--- src/design/aesctr_pkg.sv ---
`default_nettype none
package aesctr_pkg;

	localparam int BLOCK_BYTES = 16;
	localparam int HALF_BYTES = 8;
	localparam int ROUNDS = 10;
	localparam int QUEUE_DEPTH = 4;

	localparam logic [1:0] REG_KEY_HIGH = 2'd0;
	localparam logic [1:0] REG_KEY_LOW = 2'd1;
	localparam logic [1:0] REG_IV_HIGH = 2'd2;
	localparam logic [1:0] REG_IV_LOW = 2'd3;

	typedef struct packed {
		logic [127:0] ctr;
		logic [127:0] data;
		logic [4:0] count;
	} item_t;

	localparam logic [7:0] SBOX [256] = '{
		8'h63,8'h7c,8'h77,8'h7b,8'hf2,8'h6b,8'h6f,8'hc5,8'h30,8'h01,8'h67,8'h2b,8'hfe,8'hd7,8'hab,8'h76,
		8'hca,8'h82,8'hc9,8'h7d,8'hfa,8'h59,8'h47,8'hf0,8'had,8'hd4,8'ha2,8'haf,8'h9c,8'ha4,8'h72,8'hc0,
		8'hb7,8'hfd,8'h93,8'h26,8'h36,8'h3f,8'hf7,8'hcc,8'h34,8'ha5,8'he5,8'hf1,8'h71,8'hd8,8'h31,8'h15,
		8'h04,8'hc7,8'h23,8'hc3,8'h18,8'h96,8'h05,8'h9a,8'h07,8'h12,8'h80,8'he2,8'heb,8'h27,8'hb2,8'h75,
		8'h09,8'h83,8'h2c,8'h1a,8'h1b,8'h6e,8'h5a,8'ha0,8'h52,8'h3b,8'hd6,8'hb3,8'h29,8'he3,8'h2f,8'h84,
		8'h53,8'hd1,8'h00,8'hed,8'h20,8'hfc,8'hb1,8'h5b,8'h6a,8'hcb,8'hbe,8'h39,8'h4a,8'h4c,8'h58,8'hcf,
		8'hd0,8'hef,8'haa,8'hfb,8'h43,8'h4d,8'h33,8'h85,8'h45,8'hf9,8'h02,8'h7f,8'h50,8'h3c,8'h9f,8'ha8,
		8'h51,8'ha3,8'h40,8'h8f,8'h92,8'h9d,8'h38,8'hf5,8'hbc,8'hb6,8'hda,8'h21,8'h10,8'hff,8'hf3,8'hd2,
		8'hcd,8'h0c,8'h13,8'hec,8'h5f,8'h97,8'h44,8'h17,8'hc4,8'ha7,8'h7e,8'h3d,8'h64,8'h5d,8'h19,8'h73,
		8'h60,8'h81,8'h4f,8'hdc,8'h22,8'h2a,8'h90,8'h88,8'h46,8'hee,8'hb8,8'h14,8'hde,8'h5e,8'h0b,8'hdb,
		8'he0,8'h32,8'h3a,8'h0a,8'h49,8'h06,8'h24,8'h5c,8'hc2,8'hd3,8'hac,8'h62,8'h91,8'h95,8'he4,8'h79,
		8'he7,8'hc8,8'h37,8'h6d,8'h8d,8'hd5,8'h4e,8'ha9,8'h6c,8'h56,8'hf4,8'hea,8'h65,8'h7a,8'hae,8'h08,
		8'hba,8'h78,8'h25,8'h2e,8'h1c,8'ha6,8'hb4,8'hc6,8'he8,8'hdd,8'h74,8'h1f,8'h4b,8'hbd,8'h8b,8'h8a,
		8'h70,8'h3e,8'hb5,8'h66,8'h48,8'h03,8'hf6,8'h0e,8'h61,8'h35,8'h57,8'hb9,8'h86,8'hc1,8'h1d,8'h9e,
		8'he1,8'hf8,8'h98,8'h11,8'h69,8'hd9,8'h8e,8'h94,8'h9b,8'h1e,8'h87,8'he9,8'hce,8'h55,8'h28,8'hdf,
		8'h8c,8'ha1,8'h89,8'h0d,8'hbf,8'he6,8'h42,8'h68,8'h41,8'h99,8'h2d,8'h0f,8'hb0,8'h54,8'hbb,8'h16
	};

	localparam logic [7:0] RCON [ROUNDS] = '{
		8'h01,8'h02,8'h04,8'h08,8'h10,8'h20,8'h40,8'h80,8'h1b,8'h36
	};

	function automatic logic [63:0] byte_swap(input logic [63:0] v);
		logic [63:0] r;
		for (int i = 0; i < HALF_BYTES; i++) begin
			r[8*i +: 8] = v[8*(HALF_BYTES-1-i) +: 8];
		end
		return r;
	endfunction

	function automatic logic [7:0] xtime(input logic [7:0] x);
		return {x[6:0], 1'b0} ^ (x[7] ? 8'h1b : 8'h00);
	endfunction

	function automatic logic [127:0] key_step(input logic [127:0] k, input logic [7:0] rc);
		logic [31:0] t;
		logic [31:0] n0;
		logic [31:0] n1;
		logic [31:0] n2;
		logic [31:0] n3;
		t = {SBOX[k[23:16]] ^ rc, SBOX[k[15:8]], SBOX[k[7:0]], SBOX[k[31:24]]};
		n0 = k[127:96] ^ t;
		n1 = k[95:64] ^ n0;
		n2 = k[63:32] ^ n1;
		n3 = k[31:0] ^ n2;
		return {n0, n1, n2, n3};
	endfunction

	function automatic logic [127:0] aes_round(input logic [127:0] st, input logic [127:0] rk,
			input logic last);
		logic [7:0] s [BLOCK_BYTES];
		logic [7:0] t [BLOCK_BYTES];
		logic [7:0] m [BLOCK_BYTES];
		logic [7:0] all;
		logic [127:0] r;
		for (int i = 0; i < BLOCK_BYTES; i++) begin
			s[i] = st[127-8*i -: 8];
		end
		for (int c = 0; c < 4; c++) begin
			for (int i = 0; i < 4; i++) begin
				t[i+4*c] = SBOX[s[i + 4*((c+i) & 3)]];
			end
		end
		for (int c = 0; c < 4; c++) begin
			all = t[4*c] ^ t[4*c+1] ^ t[4*c+2] ^ t[4*c+3];
			m[4*c]   = t[4*c]   ^ all ^ xtime(t[4*c]   ^ t[4*c+1]);
			m[4*c+1] = t[4*c+1] ^ all ^ xtime(t[4*c+1] ^ t[4*c+2]);
			m[4*c+2] = t[4*c+2] ^ all ^ xtime(t[4*c+2] ^ t[4*c+3]);
			m[4*c+3] = t[4*c+3] ^ all ^ xtime(t[4*c+3] ^ t[4*c]);
		end
		for (int i = 0; i < BLOCK_BYTES; i++) begin
			r[127-8*i -: 8] = (last ? t[i] : m[i]) ^ rk[127-8*i -: 8];
		end
		return r;
	endfunction

endpackage
`default_nettype wire

--- src/design/aesctr_front.sv ---
`default_nettype none
module aesctr_front (
	input  wire logic               clk,
	input  wire logic               arst_n,
	input  wire logic               accept,
	input  wire logic [63:0]        data_high,
	input  wire logic [63:0]        data_low,
	input  wire logic [4:0]         byte_count,
	input  wire logic               message_start,
	input  wire logic [63:0]        iv_high,
	input  wire logic [63:0]        iv_low,
	output aesctr_pkg::item_t       item
);
	logic [63:0] count_q;
	logic [63:0] cur;

	// iv_low bytes read little-endian
	assign cur = message_start ? aesctr_pkg::byte_swap(iv_low) : count_q;

	always_comb begin
		item.ctr = {iv_high, aesctr_pkg::byte_swap(cur)};
		item.data = {data_high, data_low};
		item.count = byte_count;
	end

	always_ff @(posedge clk or negedge arst_n) begin
		if (!arst_n) begin
			count_q <= '0;
		end else if (accept) begin
			count_q <= cur + 64'(byte_count >= 5'(aesctr_pkg::BLOCK_BYTES));
		end
	end
endmodule
`default_nettype wire

--- config.mk ---
export PLATFORM = sky130hd
export DESIGN_NAME = aesctr_front
export DESIGN_NICKNAME = d
export VERILOG_FILES = /design/src/design/aesctr_pkg.sv /design/src/design/aesctr_front.sv
export SDC_FILE = /design/constraint.sdc
export NUM_CORES = 1
export LEC_CHECK = 0
export BUFFER_PORTS_ARGS = -buffer_cell sky130_fd_sc_hd__buf_2
export CAP_MARGIN = 10
export CORE_AREA = 2 2 205 207
export DETAILED_ROUTE_END_ITERATION = 16
export DIE_AREA = 0 0 207 209
export GPL_ROUTABILITY_DRIVEN = 0
export PLACE_DENSITY = 0.39
export SKIP_CTS_REPAIR_TIMING = 1
export SLEW_MARGIN = 5
export SYNTH_ARGS = -nofsm -noshare
export SYNTH_HDL_FRONTEND = slang
export SYNTH_SLANG_ARGS = --single-unit
--- constraint.sdc ---
create_clock -name clk -period 6.72 [get_ports clk]
set_input_delay 1.344 -clock clk [delete_from_list [all_inputs] [get_ports clk]]
set_output_delay 1.344 -clock clk [all_outputs]
set_load 0.05 [all_outputs]
; ---- Word level (Yosys, flattened, before mapping)
; Cells that the tools add are included.
[op_classes]
n_addsub = 1
order_cmp = 1
n_mux = 1
[ops]
columns = cell, n
row1 = 64-bit by 1-bit adder with 64-bit output, 1
row2 = 64-bit two-way mux, 1
row3 = 5-bit greater-or-equal comparator (second input constant), 1
[word_totals]
register_bits = 64
inputBits = 265
wordCells = 4

; ---- Depth between registers and ports, before layout
[depth]
ltp_word = 2
mapped_depth = 16
ltp_nobuf = 9

; ---- Worst setup path before layout
; No wires, ideal clock.
[synth_timing]
kind = input to register
from = input message_start
to = register count_q[63]
setup_ps = 87
t_arrival_ps = 5073
path_slack_ps = 1560
path_stages = 15
path_cell_list = buf_6 -> buf_4 -> buf_2 -> buf_2 -> buf_1 -> clkbuf_1 -> mux2_2 -> ha_1 -> nand4b_1 -> a22oi_4 -> nand4_2 -> or4b_1 -> buf_2 -> or4_1 -> o211ai_1
[synth_rtl]
columns = item, line
row1 = from (decl), aesctr_front.sv:9  ; input wire logic message_start,
row2 = to (signal assigned), aesctr_front.sv:30  ; count_q <= cur + 64'(byte_count >= 5'(aesctr_pkg::BLOCK_BYTES));
row3 = to (decl), aesctr_front.sv:14  ; logic [63:0] count_q;

; ---- Final worst setup path
[layout_timing]
from = input message_start
to = register count_q[56]
[layout_via]
elab_chain_len = 2
[layout_lines]
columns = item, line
row1 = 64-bit two-way mux, aesctr_front.sv:18  ; assign cur = message_start ? aesctr_pkg::byte_swap(iv_low) : count_q;
row2 = 64-bit by 1-bit adder with 64-bit output, aesctr_front.sv:30
; Every way passes these cells.
; A chain may end at the register's enable or synchronous reset.

==> metrics <==
die width=207 um; max_slew headroom=a little under a quarter; Root Driver=clkbuf_16; Synth-to-Final Area Change=0.0538%; R2R cell count=6; ys async rst share=100%; clock transition at the registers of the reported paths=0.06 ns; fin util=16.9%; Fillers=4,774; MaxCap Viol Count=0; commonest non-fill, non-tap cells in the layout=132 x buf_2, 81 x nand2_1, 71 x mux2_2; proportion of layout cells with a drive suffix above 1=31.5%; CP Launch Type=primary input; critical path buffer and inverter count=2; Worst Setup SP=message_start; Worst setup EP type=register; hold path startpoint=count_q[58]$_DFFE_PN0P_; met1 usage=13.8%; CP cell instances=buf_4 -> buf_4 -> nand4_1 -> a21boi_0 -> nand4_1 -> nor4_2 -> or3b_1 -> o221ai_1; # rows=75; critical path's slowest cell=nand4_1; Slowest Stage Delay on Critical Path=0.67 ns; Inserted Clock Buffers=9; DRT Wirelength=28,900 um; Slew @ Worst Pin=1.15 ns; Worst R2R End=count_q[63]$_DFFE_PN0P_; top flop regs=count_q x64; RSZ-0062 raised after global routing=no; Hold EP=count_q[58]$_DFFE_PN0P_; Total Power=1.57 mW; Iter 0 DRT Violations=404; met2 usage=23.7%; H-tree depth=3; largest net degree at the start of global routing=74; dominant cells by area after synthesis=dfrtp_1 23%, buf_4 22%, mux2_2 11%, nand2_1 4.4%, xnor2_1 3.8%; WL/cell=22.4 um; area leader, netlist=dfrtp_1; Seq/Total Area, Yosys=approximately 23%; synth unique cells=59; Most flops, register=count_q; P per Cell Area=224 nW/um^2; peak supply drop=0.0000990 V; Mean Syn Cell Area=8.45 um^2; Crit path depth=8; nets@finish=1,013; Post-Syn Nets=1,092; Chip Height=209 um; Ys Warns=0; leakage=2.72 nW; status=completed; vias in the first global route=5,883; final number of setup-violating endpoints=0; CTS tree=built; ANT cells=0; Routed Antenna Nets=0; fin crit period=4.80 ns; initial antenna violation count=4; Pre-antenna DRT Iters=5; max-slew violations=0; reg2reg start=count_q[33]$_DFFE_PN0P_; critical path's top delay family=simple AND/OR/NAND/NOR gates; core area=between 40,000 and 50,000 um^2; first-pass GRT wire length=41,500 um; total number of vias=between 5,000 and 6,000; Final WS setup=~1.9 ns; # DRC=0; Final Cycle Share=71.4%; top-area cell type share of the netlist area=23.0%; Primary FF master, synth=dfrtp_1; R2R Setup Slk=about 3.6 ns; Setup TNS Final=0 ns; HPWL after detailed placement=23,500 um; mapped cell area=between 6000 and 7000 um^2; leading cell type in the layout, fill and taps excluded=buf_2; Worst Path Arrival=5.06 ns; number of synthesized flops with an enable pin=0; skew final=0.00722 ns; depth of the worst hold-timing path=2; Mapped Cells=825; Clk Latency, worst-skew pair=approximately 0.35 ns; met3 Use GR=4.37%; TritonCTS Sinks=64; worst slack at placement=1.54 ns; Ports=526; Largest register FFs=64; Die ar.=43,300 um^2; Starting Density=16.9%; Total Routing Usage GR=13.1%; clock tree buffer depth=2; vias per inst=4.41; CP max FO=between 70 and 80; crit path kind=primary input to register; GR peak layer=met2; WP data required=6.98 ns; count of input and output buffers=133; Max Freq=between 200 and 250 MHz; GR Overflow Total=0; Seq cells post-synth=64; Hold Path Class=register to register; final hold violation count=0
-- report_power, final --
part	leakage, nW	switching [mW]	internal [mW]
Combinational	1.83	0.423	0.192
Sequential	0.763	0.0656	0.453
Clock	0.125	0.186	0.246
Total	2.72	0.675	0.891
-- how the worst max path moves through the flow --
stage,end,slack (ns)
6_report,count_q[56]$_DFFE_PN0P_,1.92
3_3_place_gp,count_q[56]$_DFFE_PN0P_,1.61
5_1_grt,count_q[56]$_DFFE_PN0P_,1.54
4_1_cts,count_q[56]$_DFFE_PN0P_,1.89
2_1_floorplan,count_q[63]$_DFFE_PN0P_,1.56
3_5_place_dp,count_q[56]$_DFFE_PN0P_,1.54
-- worst min-delay path: stages, from the launching register on --
cell and delay (ns):
dfrtp_1 0.34, nand2_1 0.05, o31ai_1 0.05
-- synthesized netlist by cell type (all sizes together) (6+ instances only) --
master,n
a21oi,7
a22oi,19
buf,218
clkbuf,12
dfrtp,64
inv,27
mux2,71
mux2i,21
nand2,81
nand3,50
nand3b,29
nand4,28
nand4b,8
nor2,16
nor2b,6
nor3,13
nor4,14
o21ai,27
xnor2,30
xor2,15
-- metrics by stage --
step           cell area, um^2  std cells  hold WS, ns
2_1_floorplan             6970        825        0.445
3_3_place_gp              6720       1274        0.464
3_5_place_dp              6720       1274        0.467
4_1_cts                   6980       1289        0.478
5_1_grt                   6980       1289        0.498
6_report                  6980       1289        0.477
-- area by class of cell --
class	count	area, um^2	share of cell area [%]
clock inverter	4	22.5	0.323
sequential	64	1600	23.0
clock buffer	11	233	3.34
timing repair buffer	140	733	10.5
multi-input combinational	504	3610	51.7
inverter	27	101	1.45
tap	539	674	9.67
-- metal layers --
metal,share of wire [%],up-vias
met1,37,2749
met2,52,259
li1,-,2584
met3,7.7,90
met5,0.22,-
met4,3.7,4
-- kinds of logic after synthesis --
logic type	after synthesis	synth area share, %
buffers and inverters	257	25.3
adder cells (fa/ha/maj)	2	0.359
multiplexers	92	14.5
AND/OR/NAND/NOR	270	21.5
XOR/XNOR	45	5.65
AO/OA/AOI/OAI	95	9.82
flip-flops	64	23.0
(Power assumes the default switching activity.)
