`config.mk`:
```
export PLATFORM = sky130hd
export DESIGN_NAME = aesctr_queue
export DESIGN_NICKNAME = d
export VERILOG_FILES = /design/src/design/aesctr_pkg.sv /design/src/design/aesctr_queue.sv
export SDC_FILE = /design/constraint.sdc
export NUM_CORES = 1
export LEC_CHECK = 0
export BUFFER_PORTS_ARGS = -buffer_cell sky130_fd_sc_hd__buf_2
export CAP_MARGIN = 0
export CORE_MARGIN = 2
export CORE_UTILIZATION = 40
export CTS_CLUSTER_DIAMETER = 60
export DETAILED_ROUTE_END_ITERATION = 6
export SETUP_SLACK_MARGIN = 0.2
export SLEW_MARGIN = 20
export SYNTH_ARGS = -nofsm -noshare
export SYNTH_HDL_FRONTEND = slang
export SYNTH_SLANG_ARGS = --single-unit
```
`constraint.sdc`:
```
create_clock -name clk -period 34.3 [get_ports clk]
set_clock_uncertainty 0.2 [all_clocks]
set_input_delay 3.43 -clock clk [delete_from_list [all_inputs] [get_ports clk]]
set_output_delay 3.43 -clock clk [all_outputs]
set_load 0.02 [all_outputs]
```
`src/design/aesctr_pkg.sv`:
```
`default_nettype none
package aesctr_pkg;

	localparam int BLOCK_BYTES = 16;
	localparam int HALF_BYTES = 8;
	localparam int ROUNDS = 10;
	localparam int QUEUE_DEPTH = 4;

	localparam logic [1:0] REG_KEY_HIGH = 2'd0;
	localparam logic [1:0] REG_KEY_LOW = 2'd1;
	localparam logic [1:0] REG_IV_HIGH = 2'd2;
	localparam logic [1:0] REG_IV_LOW = 2'd3;

	typedef struct packed {
		logic [127:0] ctr;
		logic [127:0] data;
		logic [4:0] count;
	} item_t;

	localparam logic [7:0] SBOX [256] = '{
		8'h63,8'h7c,8'h77,8'h7b,8'hf2,8'h6b,8'h6f,8'hc5,8'h30,8'h01,8'h67,8'h2b,8'hfe,8'hd7,8'hab,8'h76,
		8'hca,8'h82,8'hc9,8'h7d,8'hfa,8'h59,8'h47,8'hf0,8'had,8'hd4,8'ha2,8'haf,8'h9c,8'ha4,8'h72,8'hc0,
		8'hb7,8'hfd,8'h93,8'h26,8'h36,8'h3f,8'hf7,8'hcc,8'h34,8'ha5,8'he5,8'hf1,8'h71,8'hd8,8'h31,8'h15,
		8'h04,8'hc7,8'h23,8'hc3,8'h18,8'h96,8'h05,8'h9a,8'h07,8'h12,8'h80,8'he2,8'heb,8'h27,8'hb2,8'h75,
		8'h09,8'h83,8'h2c,8'h1a,8'h1b,8'h6e,8'h5a,8'ha0,8'h52,8'h3b,8'hd6,8'hb3,8'h29,8'he3,8'h2f,8'h84,
		8'h53,8'hd1,8'h00,8'hed,8'h20,8'hfc,8'hb1,8'h5b,8'h6a,8'hcb,8'hbe,8'h39,8'h4a,8'h4c,8'h58,8'hcf,
		8'hd0,8'hef,8'haa,8'hfb,8'h43,8'h4d,8'h33,8'h85,8'h45,8'hf9,8'h02,8'h7f,8'h50,8'h3c,8'h9f,8'ha8,
		8'h51,8'ha3,8'h40,8'h8f,8'h92,8'h9d,8'h38,8'hf5,8'hbc,8'hb6,8'hda,8'h21,8'h10,8'hff,8'hf3,8'hd2,
		8'hcd,8'h0c,8'h13,8'hec,8'h5f,8'h97,8'h44,8'h17,8'hc4,8'ha7,8'h7e,8'h3d,8'h64,8'h5d,8'h19,8'h73,
		8'h60,8'h81,8'h4f,8'hdc,8'h22,8'h2a,8'h90,8'h88,8'h46,8'hee,8'hb8,8'h14,8'hde,8'h5e,8'h0b,8'hdb,
		8'he0,8'h32,8'h3a,8'h0a,8'h49,8'h06,8'h24,8'h5c,8'hc2,8'hd3,8'hac,8'h62,8'h91,8'h95,8'he4,8'h79,
		8'he7,8'hc8,8'h37,8'h6d,8'h8d,8'hd5,8'h4e,8'ha9,8'h6c,8'h56,8'hf4,8'hea,8'h65,8'h7a,8'hae,8'h08,
		8'hba,8'h78,8'h25,8'h2e,8'h1c,8'ha6,8'hb4,8'hc6,8'he8,8'hdd,8'h74,8'h1f,8'h4b,8'hbd,8'h8b,8'h8a,
		8'h70,8'h3e,8'hb5,8'h66,8'h48,8'h03,8'hf6,8'h0e,8'h61,8'h35,8'h57,8'hb9,8'h86,8'hc1,8'h1d,8'h9e,
		8'he1,8'hf8,8'h98,8'h11,8'h69,8'hd9,8'h8e,8'h94,8'h9b,8'h1e,8'h87,8'he9,8'hce,8'h55,8'h28,8'hdf,
		8'h8c,8'ha1,8'h89,8'h0d,8'hbf,8'he6,8'h42,8'h68,8'h41,8'h99,8'h2d,8'h0f,8'hb0,8'h54,8'hbb,8'h16
	};

	localparam logic [7:0] RCON [ROUNDS] = '{
		8'h01,8'h02,8'h04,8'h08,8'h10,8'h20,8'h40,8'h80,8'h1b,8'h36
	};

	function automatic logic [63:0] byte_swap(input logic [63:0] v);
		logic [63:0] r;
		for (int i = 0; i < HALF_BYTES; i++) begin
			r[8*i +: 8] = v[8*(HALF_BYTES-1-i) +: 8];
		end
		return r;
	endfunction

	function automatic logic [7:0] xtime(input logic [7:0] x);
		return {x[6:0], 1'b0} ^ (x[7] ? 8'h1b : 8'h00);
	endfunction

	function automatic logic [127:0] key_step(input logic [127:0] k, input logic [7:0] rc);
		logic [31:0] t;
		logic [31:0] n0;
		logic [31:0] n1;
		logic [31:0] n2;
		logic [31:0] n3;
		t = {SBOX[k[23:16]] ^ rc, SBOX[k[15:8]], SBOX[k[7:0]], SBOX[k[31:24]]};
		n0 = k[127:96] ^ t;
		n1 = k[95:64] ^ n0;
		n2 = k[63:32] ^ n1;
		n3 = k[31:0] ^ n2;
		return {n0, n1, n2, n3};
	endfunction

	function automatic logic [127:0] aes_round(input logic [127:0] st, input logic [127:0] rk,
			input logic last);
		logic [7:0] s [BLOCK_BYTES];
		logic [7:0] t [BLOCK_BYTES];
		logic [7:0] m [BLOCK_BYTES];
		logic [7:0] all;
		logic [127:0] r;
		for (int i = 0; i < BLOCK_BYTES; i++) begin
			s[i] = st[127-8*i -: 8];
		end
		for (int c = 0; c < 4; c++) begin
			for (int i = 0; i < 4; i++) begin
				t[i+4*c] = SBOX[s[i + 4*((c+i) & 3)]];
			end
		end
		for (int c = 0; c < 4; c++) begin
			all = t[4*c] ^ t[4*c+1] ^ t[4*c+2] ^ t[4*c+3];
			m[4*c]   = t[4*c]   ^ all ^ xtime(t[4*c]   ^ t[4*c+1]);
			m[4*c+1] = t[4*c+1] ^ all ^ xtime(t[4*c+1] ^ t[4*c+2]);
			m[4*c+2] = t[4*c+2] ^ all ^ xtime(t[4*c+2] ^ t[4*c+3]);
			m[4*c+3] = t[4*c+3] ^ all ^ xtime(t[4*c+3] ^ t[4*c]);
		end
		for (int i = 0; i < BLOCK_BYTES; i++) begin
			r[127-8*i -: 8] = (last ? t[i] : m[i]) ^ rk[127-8*i -: 8];
		end
		return r;
	endfunction

endpackage
`default_nettype wire

```
`src/design/aesctr_queue.sv`:
```
`default_nettype none
module aesctr_queue #(
	parameter int DEPTH = aesctr_pkg::QUEUE_DEPTH
) (
	input  wire logic               clk,
	input  wire logic               arst_n,
	input  wire logic               push,
	input  aesctr_pkg::item_t       push_item,
	output logic                    full,
	input  wire logic               pop,
	output logic                    not_empty,
	output aesctr_pkg::item_t       head
);
	localparam int PW = (DEPTH > 1) ? $clog2(DEPTH) : 1;
	localparam int CW = $clog2(DEPTH + 1);

	aesctr_pkg::item_t mem_q [DEPTH];
	logic [PW-1:0] wr_ptr_q;
	logic [PW-1:0] rd_ptr_q;
	logic [CW-1:0] fill_q;
	logic do_push;
	logic do_pop;

	assign full = (fill_q == CW'(DEPTH));
	assign not_empty = (fill_q != '0);
	assign do_push = push && !full;
	assign do_pop = pop && not_empty;
	assign head = mem_q[rd_ptr_q];

	always_ff @(posedge clk) begin
		if (do_push) begin
			mem_q[wr_ptr_q] <= push_item;
		end
	end

	always_ff @(posedge clk or negedge arst_n) begin
		if (!arst_n) begin
			wr_ptr_q <= '0;
			rd_ptr_q <= '0;
			fill_q <= '0;
		end else begin
			if (do_push) begin
				wr_ptr_q <= (wr_ptr_q == PW'(DEPTH - 1)) ? '0 : wr_ptr_q + 1'b1;
			end
			if (do_pop) begin
				rd_ptr_q <= (rd_ptr_q == PW'(DEPTH - 1)) ? '0 : rd_ptr_q + 1'b1;
			end
			if (do_push && !do_pop) begin
				fill_q <= fill_q + 1'b1;
			end else if (do_pop && !do_push) begin
				fill_q <= fill_q - 1'b1;
			end
		end
	end
endmodule
`default_nettype wire

```
Yosys cells after proc, flatten, opt, wreduce, memory -nomap -nowiden. Memory sizes are Yosys's and may differ from the RTL's. Cells that the tools add are included.

Reduce and logical (&&, ||, !) cells: 9. Multiplexer cells: 6. Add/sub/neg operators: 4. Eq/ne operators: 3.

Operator list (count): 3-bit two-way mux (2); 2-bit by 1-bit adder with 2-bit output, second input constant (2); 2-bit equality test, second input constant (2); 1-bit logical AND (4); 2-bit two-way mux (2); 3-bit by 1-bit adder with 3-bit output, second input constant (1); 3-bit equality test, second input constant (1); 1-bit logical NOT (3); 3-bit nonzero test (1); 3-bit by 1-bit subtractor with 3-bit output, second input constant (1); 1-bit two-way mux (2); 2-bit nonzero test (1).

Memories: 1. Word-level logic and storage cells: 26. Register bits after elaboration: 7. RAM bits: 1044.

Memories: mem_q (words 4, bits a word 261, rd ports 1, clocked after Yosys merged registers in 0, write ports 1, RTL line aesctr_queue.sv:17) `aesctr_pkg::item_t mem_q [DEPTH];`.

Logic depth before layout (Yosys ltp).
Depth in word-level cells: 7. Mapped depth: 8. Gate-level depth less buffers: 8.

Worst setup path before layout. No wires, ideal clock.

Path type: input to register. Start point: in push. End point: mem mem_q[3][0] (netlist bit), enable pin. Required time: 33206 ps. Data arrival time: 14398 ps. Buffers on the path: 0. Path slack: 18808 ps. Cell stages on the path: 2. Path through: nand2_1 -> nor2_1.

Longest elaborated chain between the ends: 3.

Ends and longest elaborated chain: start: declaration (RTL line aesctr_queue.sv:7) `input wire logic push,`; 1-bit logical AND (RTL line aesctr_queue.sv:26) `assign do_push = push && !full;`; 1-bit two-way mux (RTL line aesctr_queue.sv:31) `if (do_push) begin`; 1-bit two-way mux (implied by the code) (RTL line aesctr_queue.sv:32) `mem_q[wr_ptr_q] <= push_item;`; end: declaration (RTL line aesctr_queue.sv:17).

No other way between the ends.

==> results.yml <==
placement:
  dp_cells: 3159
  place_hpwl_um: 49480
  io_buffer_count: 527
  pre_cts_ws_ns: 26.66
  gp_congestion: 0.7528
  placed_cell_area_sq_um: 42100
critical_path:
  r2r-end: "mem_q[1][25]"
  endpoint_kind: "output port"
  crit_arrival_ns: 4.60
  setup.worst_path.start: "rd_ptr_q[1]"
  r2r_cells: 6
  path_class: "reg2out"
  startpoint_type: "flip-flop"
  critPathMaxFanout: 65
  ff2ff_setup_slack_ns: 30.02
  r2r_start: "fill_q[2]"
  required_ns: 30.67
clocking:
  h-tree-depth: 3
  postCtsSetupBuffers: 0
  cts_tree: "done"
  clock_path_buffers: 3
  cts_sinks: 1051
  clkTransAtPathRegs_ns: 0.06
  ctsResizeCount: 0
  numCtsBuffers: 110
  postCtsHoldBufs: 0
  clock-root-buffer: "clkbuf_16"
  worstSkewPairLatency_ns: 0.66
power_and_ir_drop:
  internal_power_mw: 2.837
  power_mw: 4.163
  p_leak_nw: 15.27
  p_seq_share_pct: 42.5
  p_sw_mw: 1.326
  max-vdd-ir-drop_v: 0.00006949
  pwr_density_cell_nw_per_um2: 91.46
  p_comb_share_pct: 30.8
  swShare_pct: 31.86
  clkPwrFrac_pct: 26.7
drt:
  vias_per_cell: 5.070
  dr.pass1.iters: 4
  drt_iter0_drc: 1346
  drc: 0
  postRouteAntennaNets: 0
  wl_per_cell_um: 23.49
  routed_wl_um: 79030
  vias: 17060
global_route:
  grt_pass1_wl_um: 118400
  antenna_found_initial: 21
  grt_overflow: 0
  grt_pass1_vias: 18440
  grt_usage_pct: 16.19
  grt_start_max_net_pins: 97
outcome:
  status: "completed"
final_layout:
  layout_common_cells: "edfxtp_1, buf_2, mux4_2"
  nFillCells: 7642
  fin_cells: 3365
  nNetsFinal: 2278
  fin_util_pct: 48.12
  final_common_cell: "edfxtp_1"
  area_growth_pct: 19.68
  final_cell_area_sq_um: 45520
  layout-drive-gt1-share_pct: 46.22
min_path:
  min_from: "fill_q[2]"
  whs_path_depth: 1
  min_path_type: "reg2reg"
  hold_path_end: "fill_q[2]"
sta:
  fin_crit_ns: 8.234
  slew_violations: 0
  rsz0062_at_grt: "no"
  setup_tns_ns: 0
  period_share_pct: 24.01
  setup_viol: 0
  slew_headroom_pct: 27.38
  tightest_slew_ns: 1.089
  hold_ws_ns: 0.3040
  finalHoldViolCount: 0
  fin_ws_ns: 26.07
  max_freq_ghz: 0.1214
yosys:
  syn_avg_cell_area_sq_um: 27.17
  synthesis.area_sq_um: 38030
  ys_seq_area_share_pct: 82.89
  synth-seq-cells: 1051
  ys_warn_count: 0
  syn_nets: 1672
  netlist_instances: 1400
  synth_cell_type_count: 19
floorplan:
  die_area_sq_um: 97560
  core_area_sq_um: 94590
  die_w_um: 312.4
  start_util_pct: 40.21
  die_h_um: 312.4
  io_pins: 528
  rows: 113
run:
  cap_violations: 0
## power groups by stage
stage | combinational (mW) | sequential, mW | clock (mW)
floorplan | 0.905 | 1.84 | 0
global placement | 1.31 | 1.79 | 0
detailed placement | 1.31 | 1.80 | 0
CTS | 1.32 | 1.77 | 1.14
global route | 1.37 | 1.79 | 1.19
finish | 1.28 | 1.77 | 1.11
## cells in the mapped netlist
cell      instances  area, sq um
and2_1            3        18.77
xor2_1            2        17.52
edfxtp_1       1044        31350
buf_2            23        115.1
nor2_1            4        15.01
nand2_1           2        7.510
dfrtp_1           7        175.2
ha_1              6        75.07
xnor2_1           1        8.760
buf_6             8        90.09
clkbuf_1          8        30.03
or3_1             1        6.260
inv_1             3        11.26
mux2_2            5        56.30
buf_4            19        142.6
nor3b_1           1        7.510
mux4_2          261         5878
fa_1              1        20.02
nor2b_1           1        6.260
## layer usage
| metal | vias to the layer above | share of wire, % | global-route usage (%) |
|---|---|---|---|
| li1 | 7343 | - | - |
| met1 | 9020 | 40 | 20.65 |
| met2 | 535 | 51 | 26.64 |
| met3 | 140 | 7.1 | 4.711 |
| met4 | 22 | 2.5 | 5.562 |
| met5 | - | 0.16 | 0 |
## flip-flops by register name, indices dropped and copies added (netlist names)
register and cells:
wr_ptr_q 2, mem_q 1044, fill_q 3, rd_ptr_q 2
## worst max-delay path by stage
stage	end	slack [ns]	cells past startpoint
3_5_place_dp	head[243]	26.66	5
3_3_place_gp	head[167]	26.71	5
5_1_grt	head[167]	25.84	5
4_1_cts	head[243]	25.90	5
6_report	head[243]	26.07	5
2_1_floorplan	mem_q[3][0]	18.81	2
## layout make-up
class | instances | area (sq um) | area share, %
Timing Repair Buffer | 552 | 2841 | 6.243
Sequential cell | 1051 | 31530 | 69.28
Clock buffer | 146 | 2952 | 6.485
Tap cell | 1265 | 1583 | 3.477
Inverter | 3 | 11.26 | 0.02474
Multi-Input combinational cell | 288 | 6132 | 13.47
Clock inverter | 50 | 439.2 | 0.9649
Antenna cell | 10 | 25.02 | 0.05498
## cell families after synthesis
family / synth area share (%)
flops: 82.89
mux: 15.60
buf+inv: 1.023
simple gates: 0.1612
fa+ha+maj: 0.2500
xor+xnor: 0.06910
## worst max-delay path, stage by stage (launching register included)
cell	delay [ns]
dfrtp_4	0.78
buf_4	0.57
buf_4	0.83
buf_4	0.91
mux4_2	0.43
buf_2	0.20
Power figures use the tool's default switching activity.
